--- src/lvwb_pkg.sv ---
package lvwb_pkg;

   // Defaults for the top-level parameters
   localparam int MAX_ENTRIES_DEF = 8;
   localparam int ADDR_BITS_DEF   = 48;

   // Fixed access and line geometry
   localparam int MAX_ACCESS_BYTES = 64;
   localparam int BYTES_W          = 7;
   localparam int LG_W             = 3;
   localparam int LG_MIN           = 2;
   localparam int LG_MAX           = 7;
   localparam int OFF_W            = LG_MAX;
   localparam int SUM_W            = OFF_W + 1;
   localparam int CNT_W            = $clog2((MAX_ACCESS_BYTES + 2) / 4 + 1);
   localparam int STAT_W           = 32;

   // Configuration port
   localparam int CSR_IDX_W  = 4;
   localparam int CSR_DATA_W = 4;
   localparam int ENT_W      = 4;

   typedef enum logic [CSR_IDX_W-1:0] {
      CSR_ENTRIES_IN_USE = 4'd0,
      CSR_LINE_SIZE_LOG2 = 4'd1
   } lvwb_csr_idx_type;

   // Control part of one queued access
   typedef struct packed {
      logic             store;
      logic [CNT_W-1:0] lines_m1;
   } lvwb_job_ctl_type;

   // Handshake between front and back
   typedef struct packed {
      logic             valid;
      lvwb_job_ctl_type ctl;
   } lvwb_job_hs_type;

   function automatic logic [STAT_W-1:0] sat_inc(input logic [STAT_W-1:0] v);
      sat_inc = (v == {STAT_W{1'b1}}) ? v : v + STAT_W'(1);
   endfunction

endpackage

--- src/lvwb_front.sv ---
module lvwb_front #(
   parameter int ADDR_BITS = lvwb_pkg::ADDR_BITS_DEF
) (
   input  logic                                clock,
   input  logic                                reset,
   input  logic                                req_valid,
   output logic                                req_stall,
   input  logic [ADDR_BITS-1:0]                req_addr,
   input  logic [lvwb_pkg::BYTES_W-1:0]        req_access_bytes,
   input  logic                                req_func,
   input  logic [lvwb_pkg::LG_W-1:0]           lg_eff,
   output lvwb_pkg::lvwb_job_hs_type           job_hs,
   output logic [ADDR_BITS-lvwb_pkg::LG_MIN-1:0] job_tag,
   input  logic                                job_pop
);

   localparam int TAG_W = ADDR_BITS - lvwb_pkg::LG_MIN;

   logic [lvwb_pkg::BYTES_W-1:0] bytes_n;
   logic [lvwb_pkg::OFF_W-1:0]   off;
   logic [lvwb_pkg::SUM_W-1:0]   span;
   logic [ADDR_BITS-1:0]         addr_sh;
   lvwb_pkg::lvwb_job_ctl_type   ctl_new;
   logic [TAG_W-1:0]             tag_new;
   logic                         push;

   // Two-entry queue
   logic [TAG_W-1:0]           tag_ff [2];
   lvwb_pkg::lvwb_job_ctl_type ctl_ff [2];
   logic                       wr_ptr_ff, wr_ptr_in;
   logic                       rd_ptr_ff, rd_ptr_in;
   logic [1:0]                 count_ff, count_in;

   always_comb begin
      if (req_access_bytes == '0) begin
         bytes_n = lvwb_pkg::BYTES_W'(1);
      end else if (req_access_bytes > lvwb_pkg::BYTES_W'(lvwb_pkg::MAX_ACCESS_BYTES)) begin
         bytes_n = lvwb_pkg::BYTES_W'(lvwb_pkg::MAX_ACCESS_BYTES);
      end else begin
         bytes_n = req_access_bytes;
      end
      off              = req_addr[lvwb_pkg::OFF_W-1:0] & ~({lvwb_pkg::OFF_W{1'b1}} << lg_eff);
      span             = {1'b0, off} + {1'b0, bytes_n} - lvwb_pkg::SUM_W'(1);
      ctl_new.lines_m1 = lvwb_pkg::CNT_W'(span >> lg_eff);
      ctl_new.store    = req_func;
      addr_sh          = req_addr >> lg_eff;
      tag_new          = addr_sh[TAG_W-1:0];
   end

   assign req_stall = (count_ff == 2'd2);
   assign push      = req_valid & ~req_stall;

   always_comb begin
      wr_ptr_in = wr_ptr_ff ^ push;
      rd_ptr_in = rd_ptr_ff ^ job_pop;
      count_in  = count_ff + {1'b0, push} - {1'b0, job_pop};
   end

   always_ff @(posedge clock) begin
      if (reset) begin
         wr_ptr_ff <= 1'b0;
         rd_ptr_ff <= 1'b0;
         count_ff  <= 2'd0;
      end else begin
         wr_ptr_ff <= wr_ptr_in;
         rd_ptr_ff <= rd_ptr_in;
         count_ff  <= count_in;
      end
   end

   always_ff @(posedge clock) begin
      if (push) begin
         tag_ff[wr_ptr_ff] <= tag_new;
         ctl_ff[wr_ptr_ff] <= ctl_new;
      end
   end

   assign job_hs.valid = (count_ff != 2'd0);
   assign job_hs.ctl   = ctl_ff[rd_ptr_ff];
   assign job_tag      = tag_ff[rd_ptr_ff];

endmodule

--- src/lvwb_back.sv ---
module lvwb_back #(
   parameter int MAX_ENTRIES = lvwb_pkg::MAX_ENTRIES_DEF,
   parameter int ADDR_BITS   = lvwb_pkg::ADDR_BITS_DEF
) (
   input  logic                                  clock,
   input  logic                                  reset,
   input  lvwb_pkg::lvwb_job_hs_type             job_hs,
   input  logic [ADDR_BITS-lvwb_pkg::LG_MIN-1:0] job_tag,
   output logic                                  job_pop,
   input  logic [lvwb_pkg::LG_W-1:0]             lg_eff,
   input  logic [$clog2(MAX_ENTRIES+1)-1:0]      cap,
   input  logic                                  flush,
   output logic                                  rsp_valid,
   input  logic                                  rsp_stall,
   output logic [ADDR_BITS-1:0]                  rsp_line_addr,
   output logic                                  rsp_hit,
   output logic                                  rsp_fill_read,
   output logic                                  rsp_wb_valid,
   output logic [ADDR_BITS-1:0]                  rsp_wb_addr,
   output logic                                  rsp_last,
   output logic [lvwb_pkg::STAT_W-1:0]           rsp_read_hits,
   output logic [lvwb_pkg::STAT_W-1:0]           rsp_read_misses,
   output logic [lvwb_pkg::STAT_W-1:0]           rsp_write_hits,
   output logic [lvwb_pkg::STAT_W-1:0]           rsp_write_misses,
   output logic [lvwb_pkg::STAT_W-1:0]           rsp_writebacks
);

   localparam int TAG_W = ADDR_BITS - lvwb_pkg::LG_MIN;
   localparam int OCC_W = $clog2(MAX_ENTRIES + 1);
   localparam int IDX_W = (MAX_ENTRIES > 1) ? $clog2(MAX_ENTRIES) : 1;

   function automatic logic [ADDR_BITS-1:0] line_of(input logic [TAG_W-1:0] t,
                                                   input logic [lvwb_pkg::LG_W-1:0] lg);
      logic [ADDR_BITS-1:0] w;
      w = {t, 2'b00};
      line_of = w << (lg - lvwb_pkg::LG_W'(lvwb_pkg::LG_MIN));
   endfunction

   // Tag store in recency order, entry 0 most recent
   logic [TAG_W-1:0]             tags_ff [MAX_ENTRIES];
   logic [OCC_W-1:0]             occ_ff, occ_in;

   // Line walker
   logic                         busy_ff, busy_in;
   logic                         store_ff, store_in;
   logic [TAG_W-1:0]             tag_ff, tag_in;
   logic [lvwb_pkg::CNT_W-1:0]   remain_ff, remain_in;

   logic [lvwb_pkg::STAT_W-1:0]  rd_hit_ff, rd_hit_in;
   logic [lvwb_pkg::STAT_W-1:0]  rd_miss_ff, rd_miss_in;
   logic [lvwb_pkg::STAT_W-1:0]  wr_hit_ff, wr_hit_in;
   logic [lvwb_pkg::STAT_W-1:0]  wr_miss_ff, wr_miss_in;
   logic [lvwb_pkg::STAT_W-1:0]  wb_cnt_ff, wb_cnt_in;

   logic                         out_valid_ff, out_valid_in;
   logic [ADDR_BITS-1:0]         out_line_ff;
   logic                         out_hit_ff;
   logic                         out_wb_ff;
   logic [ADDR_BITS-1:0]         out_wb_addr_ff;
   logic                         out_last_ff;

   logic                         process;
   logic [MAX_ENTRIES-1:0]       match;
   logic                         hit;
   logic [IDX_W-1:0]             pos;
   logic                         store_miss;
   logic                         evict;
   logic [OCC_W-1:0]             occ_m1;
   logic [TAG_W-1:0]             victim;
   logic [MAX_ENTRIES-1:0]       shift_en;
   logic [TAG_W-1:0]             tag_mask;

   assign process = busy_ff & (~out_valid_ff | ~rsp_stall);

   always_comb begin
      match = '0;
      pos   = '0;
      for (int i = 0; i < MAX_ENTRIES; i++) begin
         match[i] = (OCC_W'(i) < occ_ff) && (tags_ff[i] == tag_ff);
      end
      for (int i = MAX_ENTRIES - 1; i >= 0; i--) begin
         if (match[i]) begin
            pos = IDX_W'(i);
         end
      end
      hit        = |match;
      store_miss = ~hit & store_ff;
      evict      = store_miss & (occ_ff >= cap);
      occ_m1     = occ_ff - OCC_W'(1);
      victim     = tags_ff[occ_m1[IDX_W-1:0]];
      shift_en   = '0;
      for (int i = 1; i < MAX_ENTRIES; i++) begin
         shift_en[i] = hit ? (IDX_W'(i) <= pos) : store_miss;
      end
      tag_mask   = {TAG_W{1'b1}} >> (lg_eff - lvwb_pkg::LG_W'(lvwb_pkg::LG_MIN));
   end

   // Walk the lines of the current access; take the next one as the last line leaves
   always_comb begin
      job_pop   = job_hs.valid & (~busy_ff | (process & (remain_ff == '0)));
      busy_in   = busy_ff;
      store_in  = store_ff;
      tag_in    = tag_ff;
      remain_in = remain_ff;
      if (process) begin
         tag_in    = (tag_ff + TAG_W'(1)) & tag_mask;
         remain_in = remain_ff - lvwb_pkg::CNT_W'(1);
         if (remain_ff == '0) begin
            busy_in = 1'b0;
         end
      end
      if (job_pop) begin
         busy_in   = 1'b1;
         store_in  = job_hs.ctl.store;
         tag_in    = job_tag;
         remain_in = job_hs.ctl.lines_m1;
      end
   end

   always_comb begin
      occ_in     = occ_ff;
      rd_hit_in  = rd_hit_ff;
      rd_miss_in = rd_miss_ff;
      wr_hit_in  = wr_hit_ff;
      wr_miss_in = wr_miss_ff;
      wb_cnt_in  = wb_cnt_ff;
      if (process) begin
         if (hit) begin
            if (store_ff) begin
               wr_hit_in = lvwb_pkg::sat_inc(wr_hit_ff);
            end else begin
               rd_hit_in = lvwb_pkg::sat_inc(rd_hit_ff);
            end
         end else if (store_ff) begin
            wr_miss_in = lvwb_pkg::sat_inc(wr_miss_ff);
            if (evict) begin
               wb_cnt_in = lvwb_pkg::sat_inc(wb_cnt_ff);
            end else begin
               occ_in = occ_ff + OCC_W'(1);
            end
         end else begin
            rd_miss_in = lvwb_pkg::sat_inc(rd_miss_ff);
         end
      end
      if (flush) begin
         occ_in = '0;
      end
      out_valid_in = process | (out_valid_ff & rsp_stall);
   end

   always_ff @(posedge clock) begin
      if (reset) begin
         occ_ff       <= '0;
         busy_ff      <= 1'b0;
         out_valid_ff <= 1'b0;
         rd_hit_ff    <= '0;
         rd_miss_ff   <= '0;
         wr_hit_ff    <= '0;
         wr_miss_ff   <= '0;
         wb_cnt_ff    <= '0;
      end else begin
         occ_ff       <= occ_in;
         busy_ff      <= busy_in;
         out_valid_ff <= out_valid_in;
         rd_hit_ff    <= rd_hit_in;
         rd_miss_ff   <= rd_miss_in;
         wr_hit_ff    <= wr_hit_in;
         wr_miss_ff   <= wr_miss_in;
         wb_cnt_ff    <= wb_cnt_in;
      end
   end

   always_ff @(posedge clock) begin
      store_ff  <= store_in;
      tag_ff    <= tag_in;
      remain_ff <= remain_in;
   end

   // Move to front on hit, push in at front on store miss
   always_ff @(posedge clock) begin
      if (process & (hit | store_miss)) begin
         tags_ff[0] <= tag_ff;
         for (int i = 1; i < MAX_ENTRIES; i++) begin
            if (shift_en[i]) begin
               tags_ff[i] <= tags_ff[i-1];
            end
         end
      end
   end

   always_ff @(posedge clock) begin
      if (process) begin
         out_line_ff    <= line_of(tag_ff, lg_eff);
         out_hit_ff     <= hit;
         out_wb_ff      <= evict;
         out_wb_addr_ff <= evict ? line_of(victim, lg_eff) : '0;
         out_last_ff    <= (remain_ff == '0);
      end
   end

   assign rsp_valid        = out_valid_ff;
   assign rsp_line_addr    = out_line_ff;
   assign rsp_hit          = out_hit_ff;
   assign rsp_fill_read    = ~out_hit_ff;
   assign rsp_wb_valid     = out_wb_ff;
   assign rsp_wb_addr      = out_wb_addr_ff;
   assign rsp_last         = out_last_ff;
   assign rsp_read_hits    = rd_hit_ff;
   assign rsp_read_misses  = rd_miss_ff;
   assign rsp_write_hits   = wr_hit_ff;
   assign rsp_write_misses = wr_miss_ff;
   assign rsp_writebacks   = wb_cnt_ff;

endmodule

--- src/lru_victim_write_buffer.sv ---
// Channel  Direction  Handshake            Beat contents
// req_     in         req_valid/req_stall  addr, access_bytes, func
// rsp_     out        rsp_valid/rsp_stall  one line result plus running counters
// csr_     in         csr_valid/csr_ready  register index, write data
//
// One rsp beat leaves per touched line, one per cycle while rsp_stall is low; the
// first line of an access passes the queue write, the line walker registers and
// then the tag lookup into the output register.
// A two-entry queue decouples the front, so req beats are taken while the back
// walks lines or waits on rsp_stall. Reset is synchronous; the buffer starts
// empty, counters zero, entries_in_use 8, line_size_log2 6. csr_ready is
// always high; a write to either register empties the buffer and keeps the counters.
module lru_victim_write_buffer #(
   parameter int MAX_ENTRIES = lvwb_pkg::MAX_ENTRIES_DEF,
   parameter int ADDR_BITS   = lvwb_pkg::ADDR_BITS_DEF
) (
   input  logic                                 clock,
   input  logic                                 reset,
   // request beats
   input  logic                                 req_valid,
   output logic                                 req_stall,
   input  logic [ADDR_BITS-1:0]                 req_addr,
   input  logic [lvwb_pkg::BYTES_W-1:0]         req_access_bytes,
   input  logic                                 req_func,
   // result beats
   output logic                                 rsp_valid,
   input  logic                                 rsp_stall,
   output logic [ADDR_BITS-1:0]                 rsp_line_addr,
   output logic                                 rsp_hit,
   output logic                                 rsp_fill_read,
   output logic                                 rsp_wb_valid,
   output logic [ADDR_BITS-1:0]                 rsp_wb_addr,
   output logic                                 rsp_last,
   output logic [lvwb_pkg::STAT_W-1:0]          rsp_read_hits,
   output logic [lvwb_pkg::STAT_W-1:0]          rsp_read_misses,
   output logic [lvwb_pkg::STAT_W-1:0]          rsp_write_hits,
   output logic [lvwb_pkg::STAT_W-1:0]          rsp_write_misses,
   output logic [lvwb_pkg::STAT_W-1:0]          rsp_writebacks,
   // configuration writes
   input  logic                                 csr_valid,
   output logic                                 csr_ready,
   input  logic [lvwb_pkg::CSR_IDX_W-1:0]       csr_index,
   input  logic [lvwb_pkg::CSR_DATA_W-1:0]      csr_wdata
);

   localparam int TAG_W = ADDR_BITS - lvwb_pkg::LG_MIN;
   localparam int OCC_W = $clog2(MAX_ENTRIES + 1);

   logic [lvwb_pkg::ENT_W-1:0] entries_ff, entries_in;
   logic [lvwb_pkg::LG_W-1:0]  lg_ff, lg_in;
   logic                       csr_wr;
   logic                       flush;
   logic [lvwb_pkg::LG_W-1:0]  lg_eff;
   logic [OCC_W-1:0]           cap;

   lvwb_pkg::lvwb_job_hs_type  job_hs;
   logic [TAG_W-1:0]           job_tag;
   logic                       job_pop;

   assign csr_ready = 1'b1;
   assign csr_wr    = csr_valid & csr_ready;

   // Decode the write; unknown indexes leave everything alone
   always_comb begin
      entries_in = entries_ff;
      lg_in      = lg_ff;
      flush      = 1'b0;
      if (csr_wr) begin
         case (csr_index)
            lvwb_pkg::CSR_ENTRIES_IN_USE: begin
               entries_in = csr_wdata[lvwb_pkg::ENT_W-1:0];
               flush      = 1'b1;
            end
            lvwb_pkg::CSR_LINE_SIZE_LOG2: begin
               lg_in = csr_wdata[lvwb_pkg::LG_W-1:0];
               flush = 1'b1;
            end
            default: begin
               flush = 1'b0;
            end
         endcase
      end
   end

   always_ff @(posedge clock) begin
      if (reset) begin
         entries_ff <= lvwb_pkg::ENT_W'(8);
         lg_ff      <= lvwb_pkg::LG_W'(6);
      end else begin
         entries_ff <= entries_in;
         lg_ff      <= lg_in;
      end
   end

   // Clamp line size up to four bytes and the entry limit into 1..MAX_ENTRIES
   always_comb begin
      lg_eff = (lg_ff < lvwb_pkg::LG_W'(lvwb_pkg::LG_MIN)) ?
               lvwb_pkg::LG_W'(lvwb_pkg::LG_MIN) : lg_ff;
      if (entries_ff == '0) begin
         cap = OCC_W'(1);
      end else if (32'(entries_ff) > MAX_ENTRIES) begin
         cap = OCC_W'(MAX_ENTRIES);
      end else begin
         cap = OCC_W'(entries_ff);
      end
   end

   lvwb_front #(
      .ADDR_BITS (ADDR_BITS)
   ) u_front (
      .clock            (clock),
      .reset            (reset),
      .req_valid        (req_valid),
      .req_stall        (req_stall),
      .req_addr         (req_addr),
      .req_access_bytes (req_access_bytes),
      .req_func         (req_func),
      .lg_eff           (lg_eff),
      .job_hs           (job_hs),
      .job_tag          (job_tag),
      .job_pop          (job_pop)
   );

   lvwb_back #(
      .MAX_ENTRIES (MAX_ENTRIES),
      .ADDR_BITS   (ADDR_BITS)
   ) u_back (
      .clock            (clock),
      .reset            (reset),
      .job_hs           (job_hs),
      .job_tag          (job_tag),
      .job_pop          (job_pop),
      .lg_eff           (lg_eff),
      .cap              (cap),
      .flush            (flush),
      .rsp_valid        (rsp_valid),
      .rsp_stall        (rsp_stall),
      .rsp_line_addr    (rsp_line_addr),
      .rsp_hit          (rsp_hit),
      .rsp_fill_read    (rsp_fill_read),
      .rsp_wb_valid     (rsp_wb_valid),
      .rsp_wb_addr      (rsp_wb_addr),
      .rsp_last         (rsp_last),
      .rsp_read_hits    (rsp_read_hits),
      .rsp_read_misses  (rsp_read_misses),
      .rsp_write_hits   (rsp_write_hits),
      .rsp_write_misses (rsp_write_misses),
      .rsp_writebacks   (rsp_writebacks)
   );

endmodule
--- config.mk ---
export PLATFORM = sky130hd
export DESIGN_NAME = lru_victim_write_buffer
export DESIGN_NICKNAME = d
export VERILOG_FILES = /design/src/lvwb_pkg.sv /design/src/lvwb_front.sv /design/src/lvwb_back.sv /design/src/lru_victim_write_buffer.sv
export SDC_FILE = /design/constraint.sdc
export NUM_CORES = 2
export LEC_CHECK = 0
export BUFFER_PORTS_ARGS = -buffer_cell sky130_fd_sc_hd__buf_2
export CORE_MARGIN = 5
export CORE_UTILIZATION = 65
export DETAILED_ROUTE_END_ITERATION = 10
export PLACE_DENSITY_LB_ADDON = 0.25
export SLEW_MARGIN = 20
export SYNTH_ARGS = -nofsm -noshare
export SYNTH_HDL_FRONTEND = slang
export SYNTH_SLANG_ARGS = --single-unit
--- constraint.sdc ---
create_clock -name clock -period 29.4 [get_ports clock]
set_clock_uncertainty 0.05 [all_clocks]
set_input_delay 2.94 -clock clock [delete_from_list [all_inputs] [get_ports clock]]
set_output_delay 2.94 -clock clock [all_outputs]
set_load 0.05 [all_outputs]
# [After elaboration in Yosys (flattened, before gate mapping)]
# Memories as Yosys holds them, arrays and structs flattened. A register that Yosys moved wholly into a read port is not among the register bits.
# Index checks and enable logic that the tools add are counted.
[classes] n_addsub=14 magnitude_cmp=19 eq_ne=15 shift=6 n_mux=56 bitwise_logic=30 n_reduce_logical=27
[ops] op="== test 46 bit" count=8
[ops] op="adder 32 x 1 -> 32 bit, second input constant" count=5
[ops] op="== test 32 bit, second input constant" count=5
[ops] op="<< shifter 48 x 3 -> 48 bit" count=2
[ops] op="two-way mux 46 bit" count=2
[ops] op=">> shifter 48 x 3 -> 46 bit" count=1
[ops] op="adder 46 x 1 -> 46 bit, second input constant" count=1
[ops] op="bitwise AND 46 bit" count=1
[ops] op=">> shifter 46 x 3 -> 46 bit, first input constant" count=1
[ops] op="two-way mux 1 bit" count=39
[ops] op="two-way mux 3 bit" count=9
[ops] op="AND reduction 4 bit" count=5
[ops] op="< comparator 3 x 4 -> 1 bit, first input constant" count=4
[ops] op="two-way mux 7 bit" count=2
[ops] op="NOT 1 bit" count=13
[ops] op="<= comparator 3 bit, first input constant" count=4
[ops] op="two-way mux 5 bit" count=2
[ops] op="adder 7 x 7 -> 8 bit" count=1
[ops] op="bitwise AND 1 bit" count=8
[ops] op="logical AND 1 bit" count=8
[ops] op="zero test 4 bit" count=2
[ops] op="< comparator 1 x 4 -> 1 bit, first input constant" count=2
[ops] op="< comparator 2 x 4 -> 1 bit, first input constant" count=2
[ops] op="two-way mux 4 bit" count=2
[ops] op="other kinds (28)" count=38
[totals] register_bits=328 mem_bits_rw=472 inputBits=69 out_inout_bits=263 wordCells=191 memories=3
[memory_table] name="u_back.tags_ff" words=8 word_bits=46 rd=9 rd_ports_with_merged_regs=0 wr=8 line="lvwb_back.sv:40" source="logic [TAG_W-1:0] tags_ff [MAX_ENTRIES];"
[memory_table] name="u_front.tag_ff" words=2 word_bits=46 rd=1 rd_ports_with_merged_regs=1 wr=1 line="lvwb_front.sv:28" source="logic [TAG_W-1:0] tag_ff [2];"
[memory_table] name="u_front.ctl_ff" words=2 word_bits=6 rd=1 rd_ports_with_merged_regs=1 wr=1 line="lvwb_front.sv:29" source="lvwb_pkg::lvwb_job_ctl_type ctl_ff [2];"

# [Depth between registers and ports, before layout]
# An unclocked memory read counts as a cell.
[logic_depth] depth_word=16 mapped_depth=17 mapped_depth_nobuf=17

# [Modules after synthesis]
# From an unflattened synthesis, not the netlist that was laid out.
[hier_totals] hier_cells=3461 hier_area_um2=42527.0
[by_module_without_submodules] mod="lvwb_back" instances=1 cells_each=2945 area_each_um2=35673.0 seq_area_each_um2=18788.0
[by_module_without_submodules] mod="lvwb_front" instances=1 cells_each=475 area_each_um2=6471.2 seq_area_each_um2=3203.1
[by_module_without_submodules] mod="lru_victim_write_buffer" instances=1 cells_each=41 area_each_um2=382.9 seq_area_each_um2=140.1

# [Worst setup path after synthesis]
# No wires, ideal clock.
[synth_timing] kind="input-to-reg" from="input port rsp_stall" to="memory u_back.tags_ff[7][0] (netlist name) (enable)" setup_ns=0.520 arrival_ns=12.493 t_required_ns=28.830 path_slack_ns=16.337 cell_stages=6 path_buffers=0 cell_sequence="nand2_1 > nand2_1 > inv_1 > nand3_1 > nor3b_1 > a21boi_0"
[synth_lines] item="start, declared" line="lru_victim_write_buffer.sv:27" source="input logic rsp_stall,"
[synth_lines] item="end, declared" line="lvwb_back.sv:40"

==> impl_metrics.env <==
export IMPL_hp_class="reg -> reg"
export IMPL_dp_hpwl_um=89890
export IMPL_drv_slew=0
export IMPL_grt_pass1_vias=29790
export IMPL_antenna_found_initial=4
export IMPL_synth_area_top_cells="edfxtp_1 (45%), dfxtp_1 (8.6%), xor2_1 (6.2%), mux4_2 (5.5%), mux2i_1 (4.5%)"
export IMPL_netlist_area_leader_share_pct=44.89
export IMPL_dr_total_vias=31340
export IMPL_die_area_um2=68850
export IMPL_final_common_cell="edfxtp_1"
export IMPL_critical_path_class="in -> reg"
export IMPL_post_cts_buffers=0
export IMPL_insertion_delay_ns=0.65
export IMPL_arrival_ns=6.98
export IMPL_setup_viol=0
export IMPL_die_w_um=262.4
export IMPL_cp_end_kind="register"
export IMPL_cts_hold_buf=0
export IMPL_postRouteAntennaNets=0
export IMPL_period_minus_slack_ns=6.776
export IMPL_p_leak_nw=17.12
export IMPL_num_rows=92
export IMPL_final_nets=3956
export IMPL_async_flop_share_pct=0
export IMPL_grtUsageTotal_pct=34.91
export IMPL_wirelength_um=124800
export IMPL_final_util_pct=73.64
export IMPL_power_mw=4.514
export IMPL_cts_resized=0
export IMPL_ir_drop_mv=0.07224
export IMPL_htreeDepth=3
export IMPL_rsz0062_at_grt="no"
export IMPL_io_pins=332
export IMPL_fmax_ghz=0.1476
export IMPL_holdCritStartpoint="u_back.tags_ff[6][43]"
export IMPL_cts_sinks=796
export IMPL_drive_above_1_share_pct=18.70
export IMPL_drt_iter0_drc=3804
export IMPL_worstReg2RegEnd="u_back.tags_ff[5][26]"
export IMPL_tightest_slew_ns=1.187
export IMPL_synth_area_um2=41410
export IMPL_hold_depth=0
export IMPL_core_area_um2=63080
export IMPL_yosys_most_used_dff="edfxtp_1"
export IMPL_setup_tns_ns=0
export IMPL_yosysWarningCount=0
export IMPL_clock_path_buffers=3
export IMPL_clkTransAtPathRegs_ns=0.06
export IMPL_ff2ff_setup_slack_ns=23.11
export IMPL_yosysTopAreaCell="edfxtp_1"
export IMPL_avgViaCountPerCell=6.572
export IMPL_cp_max_fo=51
export IMPL_finalHoldViolations=0
export IMPL_gp_congestion=1.083
export IMPL_drtPass1Iterations=6
export IMPL_powerDensity_nw_per_um2=97.16
export IMPL_drc=0
export IMPL_port_buffers=326
export IMPL_grt_ovfl_total=0
export IMPL_ys_ff_latch=796
export IMPL_grt_pass1_wl_um=186100
export IMPL_critPathRequiredTime_ns=29.61
export IMPL_status="finished clean"
export IMPL_hold_ws_ns=0.4345
export IMPL_syn_area_per_cell_um2=11.45
export IMPL_hold_path_end="u_back.tags_ff[7][43]"
export IMPL_startpoint_type="input pin"
export IMPL_finalCritPeriodShare_pct=23.05
export IMPL_wl_per_cell_um=26.17
export IMPL_cts_made_buffers=85
export IMPL_placed_area_um2=43790
export IMPL_die_h_um=262.4
export IMPL_ys_seq_area_share_pct=53.45
export IMPL_yosysUniqueCellTypes=76
export IMPL_reg2regPathDepth=11
export IMPL_reg2reg_from="u_back.tag_ff[5]"
export IMPL_grt_max_degree=84
export IMPL_relSlewSlack_pct=18.80
export IMPL_final_cell_mix="edfxtp_1 (619), nor2_1 (333), buf_2 (325)"
export IMPL_synth_cells=3617
export IMPL_maxCapViolations=0
export IMPL_cts_tree="yes"
export IMPL_initial_core_util_pct=65.64
export IMPL_root_buffer="clkbuf_16"
export IMPL_synth_edff_count=619
export IMPL_synthToLayoutAreaGrowth_pct=12.18
export IMPL_final_area_um2=46450
## how the worst max path moves through the flow
stage / startpoint / to / slack [ns] / cells after the start
after floorplan: rsp_stall / u_back.tags_ff[7][0] / 16.34 / 6
after global placement: rsp_stall / u_back.tags_ff[5][13] / 22.13 / 10
after detailed placement: rsp_stall / u_back.tags_ff[5][13] / 21.94 / 10
after CTS: rsp_stall / u_back.tags_ff[5][5] / 22.57 / 10
after global routing: rsp_stall / u_back.tags_ff[5][18] / 22.34 / 10
final: rsp_stall / u_back.tags_ff[5][26] / 22.62 / 10
## worst max-delay path, cell delays in order
cell and delay, ns:
buf_2 0.10, nand2_1 0.11, nand2_1 0.20, inv_4 0.54, nand3_1 0.34, nor3_2 0.27
buf_4 0.56, and2_2 0.98, nor2b_4 0.29, buf_4 0.58
## cell type report
cell class	instances	area, µm²
fill	4404	16630
tap	846	1059
timing repair buffer	391	2122
multi-input combinational	2500	18160
inverter	81	309.0
clock buffer	112	2337
sequential	796	22140
antenna	3	7.507
clock inverter	40	319.1
## state kept, by name (all words and copies together), names as in the netlist, 2 cells and up
signal and count:
u_back.tags_ff 368, u_front.tag_ff 92, u_back.rsp_line_addr 46, u_back.rsp_wb_addr 46, u_back.tag_ff 46, u_back.rsp_read_hits 32
u_back.rsp_read_misses 32, u_back.rsp_write_hits 32, u_back.rsp_write_misses 32, u_back.rsp_writebacks 32, u_front.ctl_ff 12, u_back.remain_ff 5
entries_ff 4, u_back.occ_ff 4, lg_ff 3, u_front.count_ff 2
## power by group
part,total (mW),internal [mW],switching (mW),leakage (nW)
clock network,1.04,0.594,0.447,1.30
registers,1.82,1.55,0.274,7.19
logic,1.65,0.552,1.10,8.64
## cells by family after synthesis
group           synth area share, %
other cells                 0.01814
simple gates                  14.59
fa+ha+maj                    0.9851
xor+xnor                      10.53
mux                           11.89
flops                         53.45
buf+inv                       3.070
compound gates                5.469
## metrics by stage
stage / cells / setup slack (ns)
after detailed placement: 4614 / 21.94
after floorplan: 3620 / 16.34
final: 4769 / 22.62
after global placement: 4614 / 22.13
after global routing: 4768 / 22.34
after CTS: 4766 / 22.57
## synthesized netlist by cell type, drive strengths merged, types with 21 or more instances
master	n
mux2	68
a211oi	54
ha	31
and2	21
edfxtp	619
and3	57
xor2	293
nor4	72
inv	81
clkbuf	172
mux2i	188
o21ai	82
nor2	335
nor2b	27
dfxtp	177
a21oi	139
and4	22
nor3	82
or4	28
nand3	109
nand4	100
nand2	314
or3	40
xnor2	205
buf	71
mux4	101
## layer usage
| layer | vias to the layer above | share of wire (%) | GRT usage [%] | routed length (µm) |
|---|---|---|---|---|
| met5 | - | 0.012 | 0 | 15 |
| met4 | 2 | 6.4 | 18.26 | 7963 |
| met3 | 369 | 11 | 6.292 | 13610 |
| met2 | 2108 | 46 | 54.19 | 57070 |
| met1 | 15160 | 37 | 47.63 | 46140 |
| li1 | 13700 | - | - | - |
(Power assumes the default switching activity.)
